===== src/sv/bvm_pkg.sv =====
`default_nettype none

package bvm_pkg;

    localparam int BVM_ADC_BITS = 12;
    localparam int CURVE_POINTS = 21;
    localparam int SEG_W        = $clog2(CURVE_POINTS);
    localparam int CELL_MIN_MV  = 2500;
    localparam int CELL_MAX_MV  = 4500;
    localparam int SOC_FULL     = 1000;

    localparam int CELL_W = 3;
    localparam int GAIN_W = 24;
    localparam int CAL_W  = 15;
    localparam int PACK_W = 15;
    localparam int SOC_W  = 10;
    localparam int SPU_W  = 8;
    localparam int SUM_W  = 23;
    localparam int CNT_W  = 8;
    localparam int TIME_W = 32;
    localparam int CFG_DW = 24;
    localparam int CFG_IW = 3;
    localparam int MV_TW  = 13;

    // divider sizing: interpolation numerator needs 25 bits, span fits 15
    localparam int DIV_NW = 25;
    localparam int DIV_DW = 15;

    typedef enum logic [CFG_IW-1:0] {
        CFG_SERIES_CELLS = 3'd0,
        CFG_GAIN         = 3'd1,
        CFG_CAL_SCALE    = 3'd2,
        CFG_WARN         = 3'd3,
        CFG_CRIT         = 3'd4,
        CFG_SPU          = 3'd5
    } cfg_reg_t;

    typedef enum logic [1:0] {
        ST_NORMAL = 2'd0,
        ST_LOW    = 2'd1,
        ST_CRIT   = 2'd2,
        ST_FAULT  = 2'd3
    } status_t;

    typedef enum logic [3:0] {
        S_IDLE,
        S_MUL1,
        S_MUL2,
        S_ACC,
        S_AVG_START,
        S_AVG_WAIT,
        S_SOC_CHECK,
        S_SOC_SEARCH,
        S_SOC_MUL,
        S_SOC_START,
        S_SOC_WAIT,
        S_EMIT
    } state_t;

    typedef struct packed {
        logic [CELL_W-1:0] series_cells;
        logic [GAIN_W-1:0] gain_q16;
        logic [CAL_W-1:0]  cal_scale_q14;
        logic [PACK_W-1:0] warn_mv;
        logic [PACK_W-1:0] crit_mv;
        logic [SPU_W-1:0]  samples_per_update;
    } cfg_t;

    typedef struct packed {
        logic              start;
        logic [DIV_NW-1:0] num;
        logic [DIV_DW-1:0] den;
    } div_req_t;

    typedef struct packed {
        logic              done;
        logic [DIV_NW-1:0] quo;
    } div_rsp_t;

    // per-cell discharge curve, highest voltage first
    function automatic logic [MV_TW-1:0] curve_mv(input logic [SEG_W-1:0] i);
        logic [MV_TW-1:0] v;
        case (i)
            5'd0:    v = 13'd4200;
            5'd1:    v = 13'd4150;
            5'd2:    v = 13'd4110;
            5'd3:    v = 13'd4080;
            5'd4:    v = 13'd4020;
            5'd5:    v = 13'd3980;
            5'd6:    v = 13'd3950;
            5'd7:    v = 13'd3910;
            5'd8:    v = 13'd3870;
            5'd9:    v = 13'd3850;
            5'd10:   v = 13'd3840;
            5'd11:   v = 13'd3820;
            5'd12:   v = 13'd3800;
            5'd13:   v = 13'd3790;
            5'd14:   v = 13'd3770;
            5'd15:   v = 13'd3750;
            5'd16:   v = 13'd3730;
            5'd17:   v = 13'd3710;
            5'd18:   v = 13'd3690;
            5'd19:   v = 13'd3610;
            5'd20:   v = 13'd3270;
            default: v = 13'd0;
        endcase
        return v;
    endfunction

    function automatic logic [SOC_W-1:0] curve_tenths(input logic [SEG_W-1:0] i);
        logic [SOC_W-1:0] v;
        case (i)
            5'd0:    v = 10'd1000;
            5'd1:    v = 10'd950;
            5'd2:    v = 10'd900;
            5'd3:    v = 10'd850;
            5'd4:    v = 10'd800;
            5'd5:    v = 10'd750;
            5'd6:    v = 10'd700;
            5'd7:    v = 10'd650;
            5'd8:    v = 10'd600;
            5'd9:    v = 10'd550;
            5'd10:   v = 10'd500;
            5'd11:   v = 10'd450;
            5'd12:   v = 10'd400;
            5'd13:   v = 10'd350;
            5'd14:   v = 10'd300;
            5'd15:   v = 10'd250;
            5'd16:   v = 10'd200;
            5'd17:   v = 10'd150;
            5'd18:   v = 10'd100;
            5'd19:   v = 10'd50;
            5'd20:   v = 10'd0;
            default: v = 10'd0;
        endcase
        return v;
    endfunction

endpackage

`default_nettype wire


===== src/sv/bvm_if.sv =====
`default_nettype none

interface bvm_in_if #(
    parameter int ADC_BITS = 12
);
    logic                valid;
    logic                ready;
    logic                cmd;
    logic [ADC_BITS-1:0] adc_sample;
    logic [31:0]         now_ms;

    modport source (output valid, output cmd, output adc_sample, output now_ms, input ready);
    modport sink   (input valid, input cmd, input adc_sample, input now_ms, output ready);
endinterface

interface bvm_out_if;
    logic        valid;
    logic        ready;
    logic [14:0] pack_mv;
    logic [9:0]  soc_tenths;
    logic [1:0]  status;
    logic        reading_valid;
    logic        critical_latched;
    logic [31:0] latch_time_ms;
    logic [31:0] update_time_ms;

    modport source (output valid, output pack_mv, output soc_tenths, output status,
                    output reading_valid, output critical_latched, output latch_time_ms,
                    output update_time_ms, input ready);
    modport sink   (input valid, input pack_mv, input soc_tenths, input status,
                    input reading_valid, input critical_latched, input latch_time_ms,
                    input update_time_ms, output ready);
endinterface

`default_nettype wire


===== src/sv/battery_voltage_monitor_unit.sv =====
// channel   dir  handshake      payload
// in_ch     in   valid/ready    cmd, adc_sample, now_ms
// out_ch    out  valid/ready    pack_mv, soc_tenths, status, reading_valid,
//                               critical_latched, latch_time_ms, update_time_ms
// cfg       in   cfg_we only    cfg_idx, cfg_data
//
// A clear command is handled in idle; a sample inside a window takes two passes
// through the shared multiplier, then the accumulate step. Closing a window goes
// straight to output with no valid sample, takes one divider run when the
// average sits at a curve end, and two runs plus a segment search otherwise.
// Reset clears all window and latch state and loads the register defaults.
// A result waiting in the output register stalls only the next window close.
`default_nettype none

module battery_voltage_monitor_unit
    import bvm_pkg::*;
#(
    parameter int ADC_BITS = BVM_ADC_BITS
)(
    input  wire logic              clk,
    input  wire logic              rst_n,
    input  wire logic              cfg_we,
    input  wire logic [CFG_IW-1:0] cfg_idx,
    input  wire logic [CFG_DW-1:0] cfg_data,
    bvm_in_if.sink                 in_ch,
    bvm_out_if.source              out_ch
);

    cfg_t cfg_reg, cfg_next;

    always_comb
    begin
        cfg_next = cfg_reg;
        if (cfg_we)
        begin
            unique case (cfg_idx)
                CFG_SERIES_CELLS: cfg_next.series_cells       = cfg_data[CELL_W-1:0];
                CFG_GAIN:         cfg_next.gain_q16           = cfg_data[GAIN_W-1:0];
                CFG_CAL_SCALE:    cfg_next.cal_scale_q14      = cfg_data[CAL_W-1:0];
                CFG_WARN:         cfg_next.warn_mv            = cfg_data[PACK_W-1:0];
                CFG_CRIT:         cfg_next.crit_mv            = cfg_data[PACK_W-1:0];
                CFG_SPU:          cfg_next.samples_per_update = cfg_data[SPU_W-1:0];
                default:          cfg_next = cfg_reg;
            endcase
        end
    end

    always_ff @(posedge clk or negedge rst_n)
    begin
        if (!rst_n)
        begin
            cfg_reg.series_cells       <= CELL_W'(3);
            cfg_reg.gain_q16           <= GAIN_W'(52800);
            cfg_reg.cal_scale_q14      <= CAL_W'(16384);
            cfg_reg.warn_mv            <= PACK_W'(11100);
            cfg_reg.crit_mv            <= PACK_W'(10500);
            cfg_reg.samples_per_update <= SPU_W'(8);
        end
        else
        begin
            cfg_reg <= cfg_next;
        end
    end

    bvm_ctrl #(
        .ADC_BITS (ADC_BITS)
    ) u_ctrl (
        .clk    (clk),
        .rst_n  (rst_n),
        .cfg    (cfg_reg),
        .in_ch  (in_ch),
        .out_ch (out_ch)
    );

endmodule

`default_nettype wire


===== src/sv/bvm_div.sv =====
`default_nettype none

// restoring divider, one quotient bit per cycle while busy; a start is ignored until the division is done
module bvm_div
    import bvm_pkg::*;
(
    input  wire logic     clk,
    input  wire logic     rst_n,
    input  wire div_req_t req,
    output div_rsp_t      rsp
);

    localparam int CW = $clog2(DIV_NW + 1);

    logic              busy_reg, busy_next;
    logic              done_reg, done_next;
    logic [CW-1:0]     cnt_reg, cnt_next;
    logic [DIV_DW:0]   rem_reg, rem_next;
    logic [DIV_NW-1:0] quo_reg, quo_next;
    logic [DIV_DW-1:0] den_reg, den_next;
    logic [DIV_DW:0]   rem_sh;
    logic              qbit;

    always_comb
    begin
        busy_next = busy_reg;
        done_next = 1'b0;
        cnt_next  = cnt_reg;
        rem_next  = rem_reg;
        quo_next  = quo_reg;
        den_next  = den_reg;
        rem_sh    = {rem_reg[DIV_DW-1:0], quo_reg[DIV_NW-1]};
        qbit      = (rem_sh >= {1'b0, den_reg});
        if (busy_reg)
        begin
            rem_next = qbit ? (rem_sh - {1'b0, den_reg}) : rem_sh;
            quo_next = {quo_reg[DIV_NW-2:0], qbit};
            cnt_next = cnt_reg - CW'(1);
            if (cnt_reg == CW'(1))
            begin
                busy_next = 1'b0;
                done_next = 1'b1;
            end
        end
        else if (req.start)
        begin
            busy_next = 1'b1;
            cnt_next  = CW'(DIV_NW);
            rem_next  = '0;
            quo_next  = req.num;
            den_next  = req.den;
        end
    end

    always_ff @(posedge clk or negedge rst_n)
    begin
        if (!rst_n)
        begin
            busy_reg <= 1'b0;
            done_reg <= 1'b0;
            cnt_reg  <= '0;
        end
        else
        begin
            busy_reg <= busy_next;
            done_reg <= done_next;
            cnt_reg  <= cnt_next;
        end
    end

    always_ff @(posedge clk)
    begin
        rem_reg <= rem_next;
        quo_reg <= quo_next;
        den_reg <= den_next;
    end

    assign rsp.done = done_reg;
    assign rsp.quo  = quo_reg;

endmodule

`default_nettype wire


===== src/sv/bvm_ctrl.sv =====
`default_nettype none

// sequencer around one shared multiplier and the divider
module bvm_ctrl
    import bvm_pkg::*;
#(
    parameter int ADC_BITS = BVM_ADC_BITS
)(
    input  wire logic  clk,
    input  wire logic  rst_n,
    input  wire cfg_t  cfg,
    bvm_in_if.sink     in_ch,
    bvm_out_if.source  out_ch
);

    localparam int MUL_AW = ADC_BITS + 8;
    localparam int MUL_BW = GAIN_W;
    localparam int PROD_W = MUL_AW + MUL_BW;
    localparam int MV_W   = ADC_BITS + 9;

    state_t              state_reg, state_next;
    logic [ADC_BITS-1:0] adc_reg, adc_next;
    logic [TIME_W-1:0]   now_reg, now_next;
    logic [PROD_W-1:0]   prod_reg, prod_next;
    logic [SUM_W-1:0]    sum_reg, sum_next;
    logic [CNT_W-1:0]    cnt_reg, cnt_next;
    logic [CNT_W-1:0]    idx_reg, idx_next;
    logic                fault_reg, fault_next;
    logic [PACK_W-1:0]   pack_reg, pack_next;
    logic [SOC_W-1:0]    soc_reg, soc_next;
    logic [TIME_W-1:0]   upd_reg, upd_next;
    logic                latch_reg, latch_next;
    logic [TIME_W-1:0]   stamp_reg, stamp_next;
    logic [SEG_W-1:0]    seg_reg, seg_next;
    logic [PACK_W-1:0]   diff_reg, diff_next;
    logic [DIV_DW-1:0]   span_reg, span_next;

    logic                out_valid_reg, out_valid_next;
    logic [PACK_W-1:0]   out_pack_reg, out_pack_next;
    logic [SOC_W-1:0]    out_soc_reg, out_soc_next;
    status_t             out_status_reg, out_status_next;
    logic                out_rv_reg, out_rv_next;
    logic                out_latch_reg, out_latch_next;
    logic [TIME_W-1:0]   out_stamp_reg, out_stamp_next;
    logic [TIME_W-1:0]   out_upd_reg, out_upd_next;

    logic [MUL_AW-1:0]   mul_a;
    logic [MUL_BW-1:0]   mul_b;
    logic [PROD_W-1:0]   mul_p;

    div_req_t            div_req;
    div_rsp_t            div_rsp;

    logic [MV_W-1:0]     mv;
    logic [PACK_W-1:0]   lim_lo, lim_hi;
    logic                mv_ok;
    logic [CNT_W:0]      idx_inc;
    logic                win_end;
    logic [SUM_W-1:0]    sum_add;
    logic [CNT_W-1:0]    cnt_add;
    logic [SEG_W-1:0]    seg_nx;
    logic [15:0]         p16, hi_mv, lo_mv, top_mv, end_mv;
    logic [SOC_W-1:0]    dp;
    logic [DIV_NW:0]     soc_sum;
    status_t             st;

    bvm_div u_div (
        .clk   (clk),
        .rst_n (rst_n),
        .req   (div_req),
        .rsp   (div_rsp)
    );

    assign mul_p = mul_a * mul_b;

    always_comb
    begin
        state_next      = state_reg;
        adc_next        = adc_reg;
        now_next        = now_reg;
        prod_next       = prod_reg;
        sum_next        = sum_reg;
        cnt_next        = cnt_reg;
        idx_next        = idx_reg;
        fault_next      = fault_reg;
        pack_next       = pack_reg;
        soc_next        = soc_reg;
        upd_next        = upd_reg;
        latch_next      = latch_reg;
        stamp_next      = stamp_reg;
        seg_next        = seg_reg;
        diff_next       = diff_reg;
        span_next       = span_reg;
        out_valid_next  = out_valid_reg;
        out_pack_next   = out_pack_reg;
        out_soc_next    = out_soc_reg;
        out_status_next = out_status_reg;
        out_rv_next     = out_rv_reg;
        out_latch_next  = out_latch_reg;
        out_stamp_next  = out_stamp_reg;
        out_upd_next    = out_upd_reg;
        mul_a           = '0;
        mul_b           = '0;
        div_req         = '0;
        in_ch.ready     = 1'b0;

        mv      = prod_reg[14 +: MV_W];
        lim_lo  = PACK_W'(cfg.series_cells) * PACK_W'(CELL_MIN_MV);
        lim_hi  = PACK_W'(cfg.series_cells) * PACK_W'(CELL_MAX_MV);
        mv_ok   = (cfg.samples_per_update != '0) && (mv != '0) &&
                  (mv >= MV_W'(lim_lo)) && (mv <= MV_W'(lim_hi));
        idx_inc = {1'b0, idx_reg} + (CNT_W+1)'(1);
        win_end = (cfg.samples_per_update == '0) ||
                  (idx_inc >= {1'b0, cfg.samples_per_update});
        sum_add = mv_ok ? (sum_reg + SUM_W'(mv)) : sum_reg;
        cnt_add = mv_ok ? (cnt_reg + CNT_W'(1)) : cnt_reg;

        seg_nx  = seg_reg + SEG_W'(1);
        p16     = 16'(pack_reg);
        hi_mv   = 16'(cfg.series_cells) * 16'(curve_mv(seg_reg));
        lo_mv   = 16'(cfg.series_cells) * 16'(curve_mv(seg_nx));
        top_mv  = 16'(cfg.series_cells) * 16'(curve_mv(SEG_W'(0)));
        end_mv  = 16'(cfg.series_cells) * 16'(curve_mv(SEG_W'(CURVE_POINTS - 1)));
        dp      = curve_tenths(seg_reg) - curve_tenths(seg_nx);
        soc_sum = (DIV_NW+1)'(curve_tenths(seg_nx)) + (DIV_NW+1)'(div_rsp.quo);

        if (pack_reg <= cfg.crit_mv)
            st = ST_CRIT;
        else if (pack_reg <= cfg.warn_mv)
            st = ST_LOW;
        else
            st = ST_NORMAL;

        // drop the held result once it transfers
        if (out_valid_reg && out_ch.ready)
            out_valid_next = 1'b0;

        unique case (state_reg)
            S_IDLE:
            begin
                in_ch.ready = 1'b1;
                if (in_ch.valid)
                begin
                    if (in_ch.cmd)
                    begin
                        latch_next = 1'b0;
                        stamp_next = '0;
                    end
                    else
                    begin
                        adc_next   = in_ch.adc_sample;
                        now_next   = in_ch.now_ms;
                        state_next = S_MUL1;
                    end
                end
            end
            S_MUL1:
            begin
                mul_a      = MUL_AW'(adc_reg);
                mul_b      = cfg.gain_q16;
                prod_next  = mul_p;
                state_next = S_MUL2;
            end
            S_MUL2:
            begin
                mul_a      = prod_reg[16 +: MUL_AW];
                mul_b      = MUL_BW'(cfg.cal_scale_q14);
                prod_next  = mul_p;
                state_next = S_ACC;
            end
            S_ACC:
            begin
                sum_next = sum_add;
                cnt_next = cnt_add;
                if (!win_end)
                begin
                    idx_next   = idx_inc[CNT_W-1:0];
                    state_next = S_IDLE;
                end
                else if (cnt_add == '0)
                begin
                    fault_next = 1'b1;
                    state_next = S_EMIT;
                end
                else
                begin
                    fault_next = 1'b0;
                    state_next = S_AVG_START;
                end
            end
            S_AVG_START:
            begin
                div_req.start = 1'b1;
                div_req.num   = DIV_NW'(sum_reg);
                div_req.den   = DIV_DW'(cnt_reg);
                state_next    = S_AVG_WAIT;
            end
            S_AVG_WAIT:
            begin
                if (div_rsp.done)
                begin
                    pack_next  = div_rsp.quo[PACK_W-1:0];
                    state_next = S_SOC_CHECK;
                end
            end
            S_SOC_CHECK:
            begin
                seg_next = '0;
                if (cfg.series_cells == '0)
                begin
                    soc_next   = '0;
                    state_next = S_EMIT;
                end
                else if (p16 >= top_mv)
                begin
                    soc_next   = SOC_W'(SOC_FULL);
                    state_next = S_EMIT;
                end
                else if (p16 <= end_mv)
                begin
                    soc_next   = '0;
                    state_next = S_EMIT;
                end
                else
                    state_next = S_SOC_SEARCH;
            end
            S_SOC_SEARCH:
            begin
                if ((p16 <= hi_mv) && (p16 >= lo_mv))
                begin
                    diff_next = PACK_W'(p16 - lo_mv);
                    span_next = DIV_DW'(hi_mv - lo_mv);
                    if (hi_mv == lo_mv)
                    begin
                        soc_next   = curve_tenths(seg_reg);
                        state_next = S_EMIT;
                    end
                    else
                        state_next = S_SOC_MUL;
                end
                else if (seg_reg == SEG_W'(CURVE_POINTS - 2))
                begin
                    soc_next   = '0;
                    state_next = S_EMIT;
                end
                else
                    seg_next = seg_nx;
            end
            S_SOC_MUL:
            begin
                mul_a      = MUL_AW'(dp);
                mul_b      = MUL_BW'(diff_reg);
                prod_next  = mul_p;
                state_next = S_SOC_START;
            end
            S_SOC_START:
            begin
                div_req.start = 1'b1;
                div_req.num   = prod_reg[DIV_NW-1:0];
                div_req.den   = span_reg;
                state_next    = S_SOC_WAIT;
            end
            S_SOC_WAIT:
            begin
                if (div_rsp.done)
                begin
                    if (soc_sum > (DIV_NW+1)'(SOC_FULL))
                        soc_next = SOC_W'(SOC_FULL);
                    else
                        soc_next = soc_sum[SOC_W-1:0];
                    state_next = S_EMIT;
                end
            end
            S_EMIT:
            begin
                // hold until the output register is free
                if (!out_valid_reg || out_ch.ready)
                begin
                    out_valid_next = 1'b1;
                    out_pack_next  = pack_reg;
                    out_soc_next   = soc_reg;
                    out_latch_next = latch_reg;
                    out_stamp_next = stamp_reg;
                    out_upd_next   = upd_reg;
                    if (fault_reg)
                    begin
                        out_status_next = ST_FAULT;
                        out_rv_next     = 1'b0;
                    end
                    else
                    begin
                        out_status_next = st;
                        out_rv_next     = 1'b1;
                        upd_next        = now_reg;
                        out_upd_next    = now_reg;
                        if (st == ST_CRIT)
                        begin
                            latch_next     = 1'b1;
                            stamp_next     = now_reg;
                            out_latch_next = 1'b1;
                            out_stamp_next = now_reg;
                        end
                    end
                    sum_next   = '0;
                    cnt_next   = '0;
                    idx_next   = '0;
                    state_next = S_IDLE;
                end
            end
            default:
            begin
                state_next = S_IDLE;
            end
        endcase
    end

    always_ff @(posedge clk or negedge rst_n)
    begin
        if (!rst_n)
        begin
            state_reg     <= S_IDLE;
            sum_reg       <= '0;
            cnt_reg       <= '0;
            idx_reg       <= '0;
            fault_reg     <= 1'b0;
            pack_reg      <= '0;
            soc_reg       <= '0;
            upd_reg       <= '0;
            latch_reg     <= 1'b0;
            stamp_reg     <= '0;
            out_valid_reg <= 1'b0;
        end
        else
        begin
            state_reg     <= state_next;
            sum_reg       <= sum_next;
            cnt_reg       <= cnt_next;
            idx_reg       <= idx_next;
            fault_reg     <= fault_next;
            pack_reg      <= pack_next;
            soc_reg       <= soc_next;
            upd_reg       <= upd_next;
            latch_reg     <= latch_next;
            stamp_reg     <= stamp_next;
            out_valid_reg <= out_valid_next;
        end
    end

    always_ff @(posedge clk)
    begin
        adc_reg        <= adc_next;
        now_reg        <= now_next;
        prod_reg       <= prod_next;
        seg_reg        <= seg_next;
        diff_reg       <= diff_next;
        span_reg       <= span_next;
        out_pack_reg   <= out_pack_next;
        out_soc_reg    <= out_soc_next;
        out_status_reg <= out_status_next;
        out_rv_reg     <= out_rv_next;
        out_latch_reg  <= out_latch_next;
        out_stamp_reg  <= out_stamp_next;
        out_upd_reg    <= out_upd_next;
    end

    assign out_ch.valid            = out_valid_reg;
    assign out_ch.pack_mv          = out_pack_reg;
    assign out_ch.soc_tenths       = out_soc_reg;
    assign out_ch.status           = out_status_reg;
    assign out_ch.reading_valid    = out_rv_reg;
    assign out_ch.critical_latched = out_latch_reg;
    assign out_ch.latch_time_ms    = out_stamp_reg;
    assign out_ch.update_time_ms   = out_upd_reg;

endmodule

`default_nettype wire

===== src/flat_wrapper.sv =====
// flat-port wrapper written by rule: the top's interface ports become plain ports
module battery_voltage_monitor_unit_flat import bvm_pkg::*;
#(
    parameter int ADC_BITS = BVM_ADC_BITS
)
  (clk, rst_n, cfg_we, cfg_idx, cfg_data, in_ch_valid, in_ch_cmd, in_ch_adc_sample, in_ch_now_ms, in_ch_ready, out_ch_valid, out_ch_pack_mv, out_ch_soc_tenths, out_ch_status, out_ch_reading_valid, out_ch_critical_latched, out_ch_latch_time_ms, out_ch_update_time_ms, out_ch_ready);
  bvm_in_if #(.ADC_BITS(ADC_BITS)) in_ch_i ();
  bvm_out_if out_ch_i ();
  input  wire logic clk;
  input  wire logic rst_n;
  input  wire logic cfg_we;
  input  wire logic [CFG_IW-1:0] cfg_idx;
  input  wire logic [CFG_DW-1:0] cfg_data;
  input wire logic [$bits(in_ch_i.valid)-1:0] in_ch_valid;
  input wire logic [$bits(in_ch_i.cmd)-1:0] in_ch_cmd;
  input wire logic [$bits(in_ch_i.adc_sample)-1:0] in_ch_adc_sample;
  input wire logic [$bits(in_ch_i.now_ms)-1:0] in_ch_now_ms;
  output wire logic [$bits(in_ch_i.ready)-1:0] in_ch_ready;
  output wire logic [$bits(out_ch_i.valid)-1:0] out_ch_valid;
  output wire logic [$bits(out_ch_i.pack_mv)-1:0] out_ch_pack_mv;
  output wire logic [$bits(out_ch_i.soc_tenths)-1:0] out_ch_soc_tenths;
  output wire logic [$bits(out_ch_i.status)-1:0] out_ch_status;
  output wire logic [$bits(out_ch_i.reading_valid)-1:0] out_ch_reading_valid;
  output wire logic [$bits(out_ch_i.critical_latched)-1:0] out_ch_critical_latched;
  output wire logic [$bits(out_ch_i.latch_time_ms)-1:0] out_ch_latch_time_ms;
  output wire logic [$bits(out_ch_i.update_time_ms)-1:0] out_ch_update_time_ms;
  input wire logic [$bits(out_ch_i.ready)-1:0] out_ch_ready;
  assign in_ch_i.valid = in_ch_valid;
  assign in_ch_i.cmd = in_ch_cmd;
  assign in_ch_i.adc_sample = in_ch_adc_sample;
  assign in_ch_i.now_ms = in_ch_now_ms;
  assign in_ch_ready = in_ch_i.ready;
  assign out_ch_valid = out_ch_i.valid;
  assign out_ch_pack_mv = out_ch_i.pack_mv;
  assign out_ch_soc_tenths = out_ch_i.soc_tenths;
  assign out_ch_status = out_ch_i.status;
  assign out_ch_reading_valid = out_ch_i.reading_valid;
  assign out_ch_critical_latched = out_ch_i.critical_latched;
  assign out_ch_latch_time_ms = out_ch_i.latch_time_ms;
  assign out_ch_update_time_ms = out_ch_i.update_time_ms;
  assign out_ch_i.ready = out_ch_ready;
  battery_voltage_monitor_unit #(.ADC_BITS(ADC_BITS)) u_core (.clk(clk), .rst_n(rst_n), .cfg_we(cfg_we), .cfg_idx(cfg_idx), .cfg_data(cfg_data), .in_ch(in_ch_i), .out_ch(out_ch_i));
endmodule

===== config.mk =====
export PLATFORM = sky130hd
export DESIGN_NAME = battery_voltage_monitor_unit_flat
export DESIGN_NICKNAME = d
export VERILOG_FILES = /design/src/sv/bvm_pkg.sv /design/src/sv/bvm_if.sv /design/src/sv/battery_voltage_monitor_unit.sv /design/src/sv/bvm_div.sv /design/src/sv/bvm_ctrl.sv /design/src/flat_wrapper.sv
export SDC_FILE = /design/constraint.sdc
export NUM_CORES = 2
export LEC_CHECK = 0
export BUFFER_PORTS_ARGS = -buffer_cell sky130_fd_sc_hd__clkbuf_2
export CORE_MARGIN = 3
export CORE_UTILIZATION = 65
export CTS_CLUSTER_SIZE = 25
export DETAILED_ROUTE_END_ITERATION = 7
export PLACE_DENSITY = 0.92
export SETUP_SLACK_MARGIN = 0.1
export SLEW_MARGIN = 0
export SYNTH_ARGS = -nofsm -noshare
export SYNTH_HDL_FRONTEND = slang
export SYNTH_SLANG_ARGS = --single-unit

===== constraint.sdc =====
create_clock -name clk -period 32.1 [get_ports clk]
set_input_delay 6.42 -clock clk [delete_from_list [all_inputs] [get_ports clk]]
set_output_delay 6.42 -clock clk [all_outputs]
set_load 0.01 [all_outputs]

==> flow_summary.yaml <==
cts:
  cts_sinks: 504
  clockBufferDepth: 3
  cts.clk_slew.worst_paths_ns: 0.06
  insertion_delay_ns: 0.64
  cts_root_buf: "clkbuf_16"
  htreeDepth: 2
  hold_buffers: 0
  cts_resized: 0
  post_cts_buffers: 0
  cts_tree: "built"
  cts-buffers-inserted: 55
global_route:
  grt_pass1_vias: 35300
  grt_max_degree: 86
  grt_pass1_wl_um: 193000
  antenna_found_initial: 1
  grt_usage_pct: 35.2
  overflow: 0
timing:
  setup_viol: 0
  hold_viol_final: 0
  worst_slack_ns: 20.27
  fmax_ghz: 0.0845
  maxSlewViolCount: 0
  setup_tns_ns: 0
  min_period_ns: 11.83
  rsz0062_at_grt: "no"
  period_share_pct: 36.9
  skew_ns: 0.0581
  slew_headroom_pct: 13.6
  worst_pin_slew_ns: 1.28
critical_path:
  cpMaxStageDelayCell: "edfxtp_1"
  critical-path-max-stage-delay_ns: 0.74
  endpoint_kind: "register"
  crit_path_start_kind: "register"
  r2r-start: "u_core.u_ctrl.seg_reg[0]$_DFFE_PP_"
  r2r_slack_ns: 20.27
  cp.arrival_ns: 12.19
  critPathMostFrequentCell: "inv_1"
  criticalPathCategory: "register to register"
  r2r_cells: 42
  cpLargestDelayFamily: "adder cells"
  crit_required_ns: 32.46
  r2r-end: "u_core.u_ctrl.prod_reg[35]$_DFFE_PP_"
  worstSetupPathDepth: 42
  cp_max_fo: 29
  path_buf_inv: 10
drt:
  wl_um: 122000
  via_per_inst: 6.29
  drt_iter0_markers: 4136
  drc_errors: 0
  dr_wl_met3_um: 15200
  first_pass_iters: 7
  vias: 34400
  drtAntennaViolNets: 0
  wl_met1_um: 44800
  wire_per_inst_um: 22.3
  wl_met2_um: 54400
  highest_layer: "met4"
placement:
  gp_congestion: 1.01
  pre_cts_ws_ns: 20.53
  port_buffers: 171
  place_area_mm2: 0.0451
  post-dp-hpwl_um: 90000
synth:
  synth_compound_area_share_pct: 11.1
  synth_cells: 4430
  synthMuxAreaShare_pct: 4.69
  netlist_area_mm2: 0.0434
  synth_xor_area_share_pct: 3.11
  ys_seq_elements: 504
  avgSynthCellArea_um2: 9.79
  synth_flop_cell: "edfxtp_1"
  synth_simple_gate_area_share_pct: 13.3
  ys_warn_count: 0
  seq_area_frac_synth_pct: 32.0
  yosys.area_share.adder_pct: 28.5
  synth.distinct_cells: 101
  async_flop_share_pct: 44.0
  synth_edf_count: 262
  synth_top_family_by_area: "adder cells"
floorplan:
  dieHeight_um: 264
  fp.coreArea_mm2: 0.0659
  dieWidth_um: 264
  rows: 94
  die_area_mm2: 0.0698
  ios: 172
  start_util_pct: 65.8
layout:
  final_nets: 5387
  layout_commonest_cell: "inv_1"
  final_area_mm2: 0.0469
  largest_reg_flops: 80
  layout-drive-gt1-share_pct: 11.4
  post-route-util_pct: 71.2
  antenna_cells: 0
  final_cell_mix: "inv_1 (665), nand2_1 (592), fa_1 (396)"
  area_delta_synth_final_pct: 8.23
  fill_cells: 4532
power_and_ir_drop:
  finalPower_mw: 4.67
  p_per_area_mw_per_mm2: 99.6
  ir_drop_mv: 0.119
  power.leakage_nw: 22.3
min_path:
  holdPathEnd: "u_core.u_ctrl.out_ch.soc_tenths[7]$_DFFE_PP_"
  hold_start: "u_core.u_ctrl.soc_reg[7]$_DFFE_PN0P_"
  hold_depth: 0
  hold_class: "register to register"
status:
  status: "finished, final reports clean"
job:
  cap_violations: 0
stage by stage:
step,instances,hold slack [ns]
detailed placement,5367,0.448
finish,5471,0.438
floorplan,4464,0.421
global placement,5367,0.452
global route,5471,0.449
CTS,5471,0.436
power breakdown:
| group | switching [mW] | internal (mW) |
|---|---|---|
| Combinational | 1.86 | 1.10 |
| Sequential | 0.154 | 0.925 |
| Clock | 0.272 | 0.355 |
Yosys cell counts, types with 22 or more instances:
master,number,area (µm²)
inv_1,666,2500
nand2_1,592,2220
fa_1,396,7930
ha_1,354,4430
nor2_1,301,1130
edfxtp_1,262,7870
dfrtp_1,200,5000
clkbuf_1,161,604
o21ai_0,157,786
mux2_2,152,1710
a21oi_1,147,736
xnor2_1,106,928
a21o_1,67,503
and2_1,64,400
nand2b_1,63,394
nor3_1,61,305
nand3_1,56,280
xor2_1,48,420
a22o_1,46,403
a22oi_1,43,323
o21a_1,43,323
nor2b_1,31,194
nand4_1,29,181
a211oi_1,26,195
mux2i_1,23,230
dfstp_2,22,578
area by class of cell:
type                       instances  area, µm²  area share (%)
clock inverter                    26        243           0.517
tap                              864       1080            2.30
clock buffer                      78       1540            3.29
timing repair buffer             215       1200            2.55
sequential                       504      13900            29.5
multi-input combinational       3118      26500            56.5
inverter                         666       2500            5.33
worst max path at each step:
| stage | from | end | slack [ns] |
|---|---|---|---|
| 6_report | u_core.u_ctrl.seg_reg[0]$_DFFE_PP_ | u_core.u_ctrl.prod_reg[35]$_DFFE_PP_ | 20.27 |
| 5_1_grt | u_core.u_ctrl.seg_reg[0]$_DFFE_PP_ | u_core.u_ctrl.prod_reg[33]$_DFFE_PP_ | 19.70 |
| 4_1_cts | u_core.u_ctrl.seg_reg[0]$_DFFE_PP_ | u_core.u_ctrl.prod_reg[35]$_DFFE_PP_ | 20.46 |
| 3_5_place_dp | u_core.u_ctrl.seg_reg[0]$_DFFE_PP_ | u_core.u_ctrl.prod_reg[35]$_DFFE_PP_ | 20.53 |
| 3_3_place_gp | u_core.u_ctrl.seg_reg[0]$_DFFE_PP_ | u_core.u_ctrl.prod_reg[33]$_DFFE_PP_ | 20.78 |
| 2_1_floorplan | u_core.u_ctrl.seg_reg[1]$_DFFE_PP_ | u_core.u_ctrl.prod_reg[32]$_DFFE_PP_ | 21.90 |
per-layer routing:
layer	track usage [%]	vias up
met4	18.2	0
met3	9.90	553
met5	0	-
li1	-	14900
met1	45.4	16700
met2	54.6	2215
logic make-up after synthesis:
logic type / after synthesis
flops: 504
xor+xnor: 154
simple gates: 1285
mux: 181
other cells: 2
buf+inv: 842
fa+ha+maj: 750
compound gates: 712
No activity file was read; power rests on OpenSTA's default activity.
